**src/sv/multi_lfo_modulation_bank_top_defines.svh**
```systemverilog
// ============================================================================
// multi_lfo_modulation_bank_top_defines.svh
// Assertion macros shared by the LFO bank top level.
// ============================================================================
`ifndef MULTI_LFO_MODULATION_BANK_TOP_DEFINES_SVH
`define MULTI_LFO_MODULATION_BANK_TOP_DEFINES_SVH

// Consequent must hold in the same cycle as the antecedent.
`define MLFO_ASSERT_SAME(lbl, ante, cons, msg) \
    lbl: assert property (@(posedge clk) disable iff (!rst_n) (ante) |-> (cons)) \
        else $error(msg);

// Consequent must hold in the cycle after the antecedent.
`define MLFO_ASSERT_NEXT(lbl, ante, cons, msg) \
    lbl: assert property (@(posedge clk) disable iff (!rst_n) (ante) |=> (cons)) \
        else $error(msg);

`endif

```
**src/sv/mlfo_pkg.sv**
```systemverilog
// ============================================================================
// mlfo_pkg
// Types, field layout, command codes and tables of the LFO bank.
// ============================================================================
package mlfo_pkg;

    localparam int WORD_W    = 48;
    localparam int RATE_W    = 24;
    localparam int DEPTH_W   = 16;
    localparam int TGT_W     = 5;
    localparam int WAVE_W    = 3;
    localparam int CMD_W     = 3;
    localparam int IDX_W     = 2;
    localparam int DT_W      = 24;
    localparam int OFS_W     = 20;
    localparam int VAL_W     = 17;
    localparam int HR_W      = 17;
    localparam int SUM_W     = 52;
    localparam int PHASE_W   = 32;
    localparam int RNG_W     = 64;
    localparam int HELD_W    = 16;
    localparam int CELL_NUM_W = 5;

    localparam int RATE_LSB  = 0;
    localparam int DEPTH_LSB = 24;
    localparam int TGT_LSB   = 40;
    localparam int WAVE_LSB  = 45;

    localparam int REG_IDX_W    = 3;
    localparam int PADDR_W      = 6;
    localparam int PDATA_W      = 64;
    localparam int WORD_REG_MAX = 4;

    localparam logic [REG_IDX_W-1:0] REG_BANK_ENABLE = 3'd0;
    localparam logic [REG_IDX_W-1:0] REG_LFO0_WORD   = 3'd1;

    localparam logic [63:0] SEED_STEP   = 64'h9E37_79B9_7F4A_7C15;
    localparam logic [63:0] HALF_PI_Q30 = 64'd1686629713;
    localparam logic [63:0] Q30_ONE     = 64'd1 << 30;

    localparam logic signed [OFS_W-1:0] OFS_MAX = 20'sd262144;
    localparam logic signed [OFS_W-1:0] OFS_MIN = -20'sd262144;

    typedef enum logic [CMD_W-1:0] {
        CMD_TICK      = 3'd0,
        CMD_QUERY     = 3'd1,
        CMD_RESET_ALL = 3'd2,
        CMD_RESTART   = 3'd3,
        CMD_ARM       = 3'd4,
        CMD_RELEASE   = 3'd5
    } cmd_t;

    typedef enum logic [WAVE_W-1:0] {
        WAVE_SINE      = 3'd0,
        WAVE_TRIANGLE  = 3'd1,
        WAVE_SQUARE    = 3'd2,
        WAVE_SAW_UP    = 3'd3,
        WAVE_SAW_DOWN  = 3'd4,
        WAVE_RANDOM    = 3'd5
    } wave_t;

    // Item as it walks the cell chain, with the running query sum.
    typedef struct packed {
        logic                    valid;
        cmd_t                    cmd;
        logic                    live;
        logic [IDX_W-1:0]        lfo_index;
        logic [DT_W-1:0]         time_step;
        logic [TGT_W-1:0]        query_target;
        logic signed [SUM_W-1:0] sum;
    } item_t;

    // Side effects of a configuration word write on one cell.
    typedef struct packed {
        logic clear_phase;
        logic draw;
    } cfg_evt_t;

    function automatic logic [RNG_W-1:0] xorshift64(input logic [RNG_W-1:0] s);
        logic [RNG_W-1:0] t;
        t = s ^ (s << 13);
        t = t ^ (t >> 7);
        t = t ^ (t << 17);
        return t;
    endfunction

    // Half range per target, unsigned Q2.15.
    function automatic logic [HR_W-1:0] half_range(input logic [TGT_W-1:0] tgt);
        logic [HR_W-1:0] hr;
        case (tgt) inside
            [5'd1:5'd4]:                       hr = 17'd65536;
            5'd6, 5'd7, 5'd16:                 hr = 17'd32768;
            5'd9:                              hr = 17'd9830;
            5'd5, 5'd8, [5'd10:5'd15], 5'd17:  hr = 17'd16384;
            default:                           hr = '0;
        endcase
        return hr;
    endfunction

    // Quarter-wave sine entry by an eleventh-order series in Q2.30; used only to
    // build the constant table at elaboration.
    function automatic logic [HELD_W-1:0] quarter_sine(input int unsigned k,
                                                       input int unsigned tb);
        logic [63:0] x;
        logic [63:0] x2;
        logic [63:0] t;
        logic [63:0] s;
        x  = (64'(k) * HALF_PI_Q30) >> (tb - 2);
        x2 = (x * x) >> 30;
        t  = Q30_ONE - x2 / 64'd110;
        t  = Q30_ONE - ((x2 * t) >> 30) / 64'd72;
        t  = Q30_ONE - ((x2 * t) >> 30) / 64'd42;
        t  = Q30_ONE - ((x2 * t) >> 30) / 64'd20;
        t  = Q30_ONE - ((x2 * t) >> 30) / 64'd6;
        s  = (x * t) >> 30;
        s  = (s + 64'd16384) >> 15;
        if (s > 64'd32768)
        begin
            s = 64'd32768;
        end
        return s[HELD_W-1:0];
    endfunction

endpackage

```
**src/sv/mlfo_cell.sv**
```systemverilog
// ============================================================================
// mlfo_cell
// One LFO of the bank: holds its phase, generator and held sample, acts on
// the item passing through and hands the item to the next cell.
// ============================================================================
module mlfo_cell #(
    parameter int          CELL_ID         = 0,
    parameter int          SINE_TABLE_BITS = 8,
    parameter logic [63:0] SEED            = 64'h9E37_79B9_7F4A_7C15
) (
    input  logic                      clk,
    input  logic                      rst_n,
    input  logic [mlfo_pkg::WORD_W-1:0] word,
    input  mlfo_pkg::cfg_evt_t        cfg_evt,
    input  mlfo_pkg::item_t           item_in,
    output mlfo_pkg::item_t           item_out
);
    import mlfo_pkg::*;

    localparam int QTR = 1 << (SINE_TABLE_BITS - 2);
    localparam int KW  = SINE_TABLE_BITS - 1;
    localparam logic [CELL_NUM_W-1:0] CELL_NUM = CELL_NUM_W'(CELL_ID);

    logic [HELD_W-1:0] sine_rom [QTR+1];

    for (genvar k = 0; k <= QTR; k++)
    begin : g_rom
        localparam logic [HELD_W-1:0] ENTRY = quarter_sine(k, SINE_TABLE_BITS);
        assign sine_rom[k] = ENTRY;
    end

    logic [PHASE_W-1:0] phase_reg, phase_next;
    logic [RNG_W-1:0]   rng_reg, rng_next;
    logic [HELD_W-1:0]  held_reg, held_next;
    logic               arm_reg, arm_next;

    item_t                   s1_item_reg, s2_item_reg, out_item_reg, out_item_next;
    logic signed [49:0]      s1_prod_reg;
    logic signed [SUM_W-1:0] s2_term_reg, s2_term_next;

    logic [RATE_W-1:0]        rate;
    logic signed [DEPTH_W-1:0] depth;
    logic [TGT_W-1:0]         target;
    wave_t                    wave;
    logic                     lfo_on;

    assign rate   = word[RATE_LSB +: RATE_W];
    assign depth  = $signed(word[DEPTH_LSB +: DEPTH_W]);
    assign target = word[TGT_LSB +: TGT_W];
    assign wave   = wave_t'(word[WAVE_LSB +: WAVE_W]);
    assign lfo_on = (target != '0) && (depth != '0) && !arm_reg;

    // Waveform value from the current phase.
    logic [SINE_TABLE_BITS-1:0] sidx;
    logic [1:0]                 quad;
    logic [KW-1:0]              kk;
    logic signed [VAL_W-1:0]    sine_mag, wave_val;
    logic signed [VAL_W:0]      tri_w, saw_w;

    always_comb
    begin
        sidx     = phase_reg[PHASE_W-1 -: SINE_TABLE_BITS];
        quad     = sidx[SINE_TABLE_BITS-1 -: 2];
        kk       = quad[0] ? (KW'(QTR) - {1'b0, sidx[SINE_TABLE_BITS-3:0]})
                           : {1'b0, sidx[SINE_TABLE_BITS-3:0]};
        sine_mag = $signed({1'b0, sine_rom[kk]});
        tri_w    = '0;
        saw_w    = '0;
        case (wave)
            WAVE_TRIANGLE:
            begin
                if (phase_reg[31:30] == 2'b00)
                begin
                    tri_w = $signed({1'b0, phase_reg[31:15]});
                end
                else if (phase_reg[31:30] == 2'b11)
                begin
                    tri_w = $signed({1'b0, phase_reg[31:15]}) - 18'sd131072;
                end
                else
                begin
                    tri_w = 18'sd65536 - $signed({1'b0, phase_reg[31:15]});
                end
                wave_val = tri_w[VAL_W-1:0];
            end
            WAVE_SQUARE:
            begin
                wave_val = phase_reg[31] ? -17'sd32768 : 17'sd32768;
            end
            WAVE_SAW_UP:
            begin
                saw_w    = $signed({2'b00, phase_reg[31:16]}) - 18'sd32768;
                wave_val = saw_w[VAL_W-1:0];
            end
            WAVE_SAW_DOWN:
            begin
                saw_w    = 18'sd32768 - $signed({2'b00, phase_reg[31:16]});
                wave_val = saw_w[VAL_W-1:0];
            end
            WAVE_RANDOM:
            begin
                wave_val = $signed({held_reg[HELD_W-1], held_reg});
            end
            default:
            begin
                wave_val = quad[1] ? -sine_mag : sine_mag;
            end
        endcase
    end

    // Stage 1 multiply: rate * dt on a tick, value * depth otherwise.
    logic signed [24:0] op_a, op_b;
    logic signed [49:0] prod;

    always_comb
    begin
        if (item_in.cmd == CMD_TICK)
        begin
            op_a = $signed({1'b0, rate});
            op_b = $signed({1'b0, item_in.time_step});
        end
        else
        begin
            op_a = {{8{wave_val[VAL_W-1]}}, wave_val};
            op_b = {{9{depth[DEPTH_W-1]}}, depth};
        end
        prod = op_a * op_b;
    end

    // Stage 2: scale by half range, apply state changes.
    logic [HR_W-1:0]          hr;
    logic signed [50:0]       term_full;
    logic [40:0]              phase_sum;
    logic                     mine, do_draw;
    logic [RNG_W-1:0]         rng_drawn;

    always_comb
    begin
        hr        = half_range(s1_item_reg.query_target);
        term_full = $signed(s1_prod_reg[32:0]) * $signed({1'b0, hr});
        if (s1_item_reg.valid && s1_item_reg.cmd == CMD_QUERY && s1_item_reg.live
            && lfo_on && target == s1_item_reg.query_target)
        begin
            s2_term_next = {term_full[50], term_full};
        end
        else
        begin
            s2_term_next = '0;
        end
    end

    always_comb
    begin
        phase_sum  = {9'b0, phase_reg} + {1'b0, s1_prod_reg[47:8]};
        mine       = ({3'b0, s1_item_reg.lfo_index} == CELL_NUM);
        rng_drawn  = xorshift64(rng_reg);
        phase_next = phase_reg;
        arm_next   = arm_reg;
        do_draw    = 1'b0;
        if (s1_item_reg.valid)
        begin
            case (s1_item_reg.cmd)
                CMD_TICK:
                begin
                    if (s1_item_reg.live && lfo_on)
                    begin
                        phase_next = phase_sum[PHASE_W-1:0];
                        do_draw    = (|phase_sum[40:32]) && (wave == WAVE_RANDOM);
                    end
                end
                CMD_RESET_ALL:
                begin
                    phase_next = '0;
                    do_draw    = 1'b1;
                end
                CMD_RESTART:
                begin
                    if (mine)
                    begin
                        phase_next = '0;
                        do_draw    = (wave == WAVE_RANDOM);
                    end
                end
                CMD_ARM:
                begin
                    if (mine)
                    begin
                        arm_next   = 1'b1;
                        phase_next = '0;
                    end
                end
                CMD_RELEASE:
                begin
                    if (mine)
                    begin
                        arm_next = 1'b0;
                    end
                end
                default:
                begin
                end
            endcase
        end
        else
        begin
            if (cfg_evt.clear_phase)
            begin
                phase_next = '0;
            end
            do_draw = cfg_evt.draw;
        end
        rng_next  = do_draw ? rng_drawn : rng_reg;
        held_next = do_draw ? rng_drawn[RNG_W-1 -: HELD_W] : held_reg;
    end

    // add this cell's term to the running sum
    always_comb
    begin
        out_item_next     = s2_item_reg;
        out_item_next.sum = s2_item_reg.sum + s2_term_reg;
    end

    always_ff @(posedge clk or negedge rst_n)
    begin
        if (!rst_n)
        begin
            phase_reg    <= '0;
            rng_reg      <= SEED;
            held_reg     <= '0;
            arm_reg      <= 1'b0;
            s1_item_reg  <= '0;
            s2_item_reg  <= '0;
            out_item_reg <= '0;
        end
        else
        begin
            phase_reg    <= phase_next;
            rng_reg      <= rng_next;
            held_reg     <= held_next;
            arm_reg      <= arm_next;
            s1_item_reg  <= item_in;
            s2_item_reg  <= s1_item_reg;
            out_item_reg <= out_item_next;
        end
    end

    always_ff @(posedge clk)
    begin
        s1_prod_reg <= prod;
        s2_term_reg <= s2_term_next;
    end

    assign item_out = out_item_reg;

endmodule

```
**config.mk**
```make
export PLATFORM = sky130hd
export DESIGN_NAME = mlfo_cell
export DESIGN_NICKNAME = d
export VERILOG_FILES = /design/src/sv/multi_lfo_modulation_bank_top_defines.svh /design/src/sv/mlfo_pkg.sv /design/src/sv/mlfo_cell.sv
export SDC_FILE = /design/constraint.sdc
export NUM_CORES = 2
export LEC_CHECK = 0
export BUFFER_PORTS_ARGS = -buffer_cell sky130_fd_sc_hd__buf_2
export CAP_MARGIN = 0
export CORE_MARGIN = 3
export CORE_UTILIZATION = 30
export DETAILED_ROUTE_END_ITERATION = 8
export GPL_TIMING_DRIVEN = 0
export PLACE_DENSITY = 0.44
export RECOVER_POWER = 100
export SLEW_MARGIN = 25
export SYNTH_ARGS = -nofsm -noshare
export SYNTH_HDL_FRONTEND = slang
export SYNTH_SLANG_ARGS = --single-unit
```
**constraint.sdc**
```tcl
create_clock -name clk -period 10.6 [get_ports clk]
set_clock_uncertainty 0.1 [all_clocks]
set_input_delay 1.06 -clock clk [delete_from_list [all_inputs] [get_ports clk]]
set_output_delay 1.06 -clock clk [all_outputs]
set_load 0.03 [all_outputs]
```
==> key figures <==
Outcome
  – Outcome: finished, violations left
  – Violated checks: max-capacitance violations, max-slew violations, negative setup slack

GRT
  – Total gr overflow: 0
  – Global router's overall resource usage: 0.2109
  – Number of global-route vias before repair: 49.12k
  – Antenna violations before repair: 5
  – Maximum number of pins on one net before global-route repair: 93
  – Wire length of the first global-routing pass: 322.5 mm

Worst setup path
  – Levels on crit path: 34
  – Kind of critical path: in2reg
  – Worst setup EP type: flop
  – CP Max Fanout: 10
  – Top cell by count, worst path: sky130_fd_sc_hd__fa_1
  – Maximum single-stage delay on the critical path: 920 ps
  – Top cell family by delay on the critical path: adder cells
  – Endpoint arrival time on the critical path: 11430 ps
  – Crit path required time: 11100 ps
  – Reg-to-reg setup timing slack: -230 ps
  – Reg2reg path depth: 42
  – Startpoint class of the critical path: input pin
  – Standard cell with the maximum stage delay on the critical path: sky130_fd_sc_hd__clkbuf_1
  – Number of buffers and inverters on the critical path: 11

Layout
  – Most used cells in the layout excluding fill and tap cells: 1111 x sky130_fd_sc_hd__inv_1, 891 x sky130_fd_sc_hd__fa_1, 587 x sky130_fd_sc_hd__nand2_1
  – Area occupied by registers: 0.01130 mm2
  – Synthesis-to-layout area growth: 16.14%
  – Count of nets after finishing: 8353
  – Number of fill cells in the layout: 20.24k
  – Leading cell type in the layout, fill and taps excluded: sky130_fd_sc_hd__inv_1
  – Layout Cell Area excl Fill: 0.06880 mm2
  – Share of final-layout standard cells stronger than drive strength 1: 0.1083
  – Area occupied by multi-input gates: 0.04385 mm2

Drt
  – Total Routed Length: 214.3 mm
  – Post-route DRC: 0
  – Number of search-and-repair iterations in the first detailed-routing pass: 6
  – Antenna viol nets, final: 0
  – Top Layer Used: met4
  – Via density: 4.925
  – Count of vias placed by the detailed router: 46.91k
  – Met2 wire len: 99.43 mm
  – Routed met3 length: 11.32 mm
  – Wire length per cell after detailed routing: 22.50 um
  – Routed length on met1: 91.60 mm
  – Violation count after the first detailed-route iteration: 3235

Synthesis
  – Post-Syn Nets: 7915
  – Cell type with the largest total area after synthesis: sky130_fd_sc_hd__fa_1
  – Share of flip-flops with an asynchronous set or reset: 0.7910
  – Post-synthesis cell count: 6409
  – Seq/Total Area, Yosys: 0.1906
  – Number of warnings issued by yosys: 0
  – Count of cell types in the netlist: 106
  – Most frequently used flop master after synthesis: sky130_fd_sc_hd__dfrtp_1
  – Post-Syn Area per Cell: 9.244 um2
  – Synthesized flop and latch total: 469
  – Share of the synthesized area in the top cell type: 0.3072
  – Post-Syn Area: 0.05924 mm2
  – Number of enable flip-flop cells after synthesis: 0
  – Top cells by area in the synthesized netlist: sky130_fd_sc_hd__fa_1 31%, sky130_fd_sc_hd__dfrtp_1 14%, sky130_fd_sc_hd__ha_1 9.7%

STA
  – Pins Over Slew Limit: 316
  – Final Hold Slack: 224.1 ps
  – Rel. slew slack: -2.059
  – Final hold vios: 0
  – Period minus WS final: 10930 ps
  – Slew at the pin closest to its max-slew limit: 4588 ps
  – Setup repair after global routing missed its margin: true
  – Final worst-path setup slack: -331.3 ps
  – Final-report setup violation count: 8
  – Highest clock frequency the design can meet: 0.09148 GHz
  – Fin crit share: 1.031

Floorplanning
  – Chip Width: 450.4 um
  – I/O pin total: 228
  – Initial Utilization: 0.3029
  – Cell Rows: 162
  – Placeable core region: 0.1956 mm2
  – Die span in y: 450.4 um
  – Area of the die: 0.2028 mm2

Clock tree
  – Total number of H-tree levels: 2
  – Clock buffer count from CTS: 58
  – Clock root cell: sky130_fd_sc_hd__clkbuf_16
  – Clock tree from TritonCTS: built
  – Clock network latency to the later pin of the worst-skew pair: 710 ps
  – Sinks on Clock Net: 469
  – Hold_buf cts: 0
  – Post-CTS clock slew at the launch and capture registers of the worst setup and hold paths: 60 ps
  – Maximum root-to-sink buffer count: 3

Min path
  – Hold-critical path depth: 0
  – Hold Path Class: reg2reg

Placement
  – Area post-placement: 0.06393 mm2
  – Count of input and output buffers: 227
  – Hpwl dp: 175.5 mm
  – RD Place Congestion: 0.9395

Run
  – Count of maximum capacitance violations: 6
==> per-stage QoR <==
stage               utilization  TNS [ps]  worst slack [ps]  instances
floorplan                     -         0             36.76       6409
global placement         0.3256    -84460             -3822       9260
detailed placement       0.3268    -82130             -3741       9267
CTS                      0.3502    -378.1            -110.3       9489
global route             0.3517     -3483            -467.4       9522
finish                   0.3518     -1298            -331.3       9525
==> layout make-up <==
cell class	instances	share of cell area
timing repair buffer	383	0.03413
antenna	4	0.0001455
multi-input combinational	4510	0.6374
tap	2624	0.04772
inverter	1142	0.06276
buffer	283	0.02373
sequential	469	0.1642
clock buffer	71	0.02282
clock inverter	39	0.007092
==> path summary, 6_finish.rpt <==
path / startpoint / endpoint
max in group asynchronous: rst_n / phase_reg[24]
worst min register to register: s1_item_reg[19] / s2_item_reg[19]
worst max register to register: phase_reg[25] / s1_prod_reg[47]
min in group asynchronous: rst_n / item_out[0]
worst max-delay path: item_in[86] / s1_prod_reg[47]
worst min-delay path: s1_item_reg[19] / s2_item_reg[19]
==> per-layer routing <==
| layer | track usage | vias to the layer above |
|---|---|---|
| li1 | - | 21430 |
| met3 | 0.02773 | 349 |
| met5 | 0 | - |
| met1 | 0.2771 | 23730 |
| met4 | 0.09842 | 0 |
| met2 | 0.3443 | 1408 |
==> cells by family (layout without fill, tap and decap cells) <==
kind of cell	count (synthesis)	after routing	synth area share
compound gates	984	984	0.1132
xor+xnor	374	374	0.05555
fa+ha+maj	1366	1366	0.4037
buf+inv	1430	1918	0.09263
flops	469	469	0.1906
mux	28	28	0.005259
other cells	0	4	0
simple gates	1758	1758	0.1391
==> cells in the mapped netlist, types with 39 or more instances <==
master / n
sky130_fd_sc_hd__nand2_1: 604
sky130_fd_sc_hd__a221oi_1: 43
sky130_fd_sc_hd__nor4_1: 44
sky130_fd_sc_hd__fa_1: 909
sky130_fd_sc_hd__ha_1: 457
sky130_fd_sc_hd__o211ai_1: 45
sky130_fd_sc_hd__dfxtp_1: 98
sky130_fd_sc_hd__a21oi_1: 264
sky130_fd_sc_hd__nand2b_1: 65
sky130_fd_sc_hd__o31ai_1: 42
sky130_fd_sc_hd__o21ai_0: 142
sky130_fd_sc_hd__clkbuf_1: 216
sky130_fd_sc_hd__nor3_1: 124
sky130_fd_sc_hd__a31oi_1: 39
sky130_fd_sc_hd__nand3_1: 110
sky130_fd_sc_hd__dfrtp_1: 333
sky130_fd_sc_hd__or3_1: 45
sky130_fd_sc_hd__inv_1: 1139
sky130_fd_sc_hd__and2_1: 195
sky130_fd_sc_hd__xnor2_1: 275
sky130_fd_sc_hd__buf_2: 48
sky130_fd_sc_hd__xor2_1: 97
sky130_fd_sc_hd__nor2_1: 428
sky130_fd_sc_hd__a21o_1: 97
==> timing repair <==
item / in CTS / in global routing
resized for setup: 363 / 86
buffers inserted: 115 / 33
pin swaps: 136 / 37
setup endpoints to repair: 38 / 22
gates cloned: 1 / 0
Power is not shown: default switching activity piles up to over one toggle a cycle in this logic, so the estimate is an artifact.
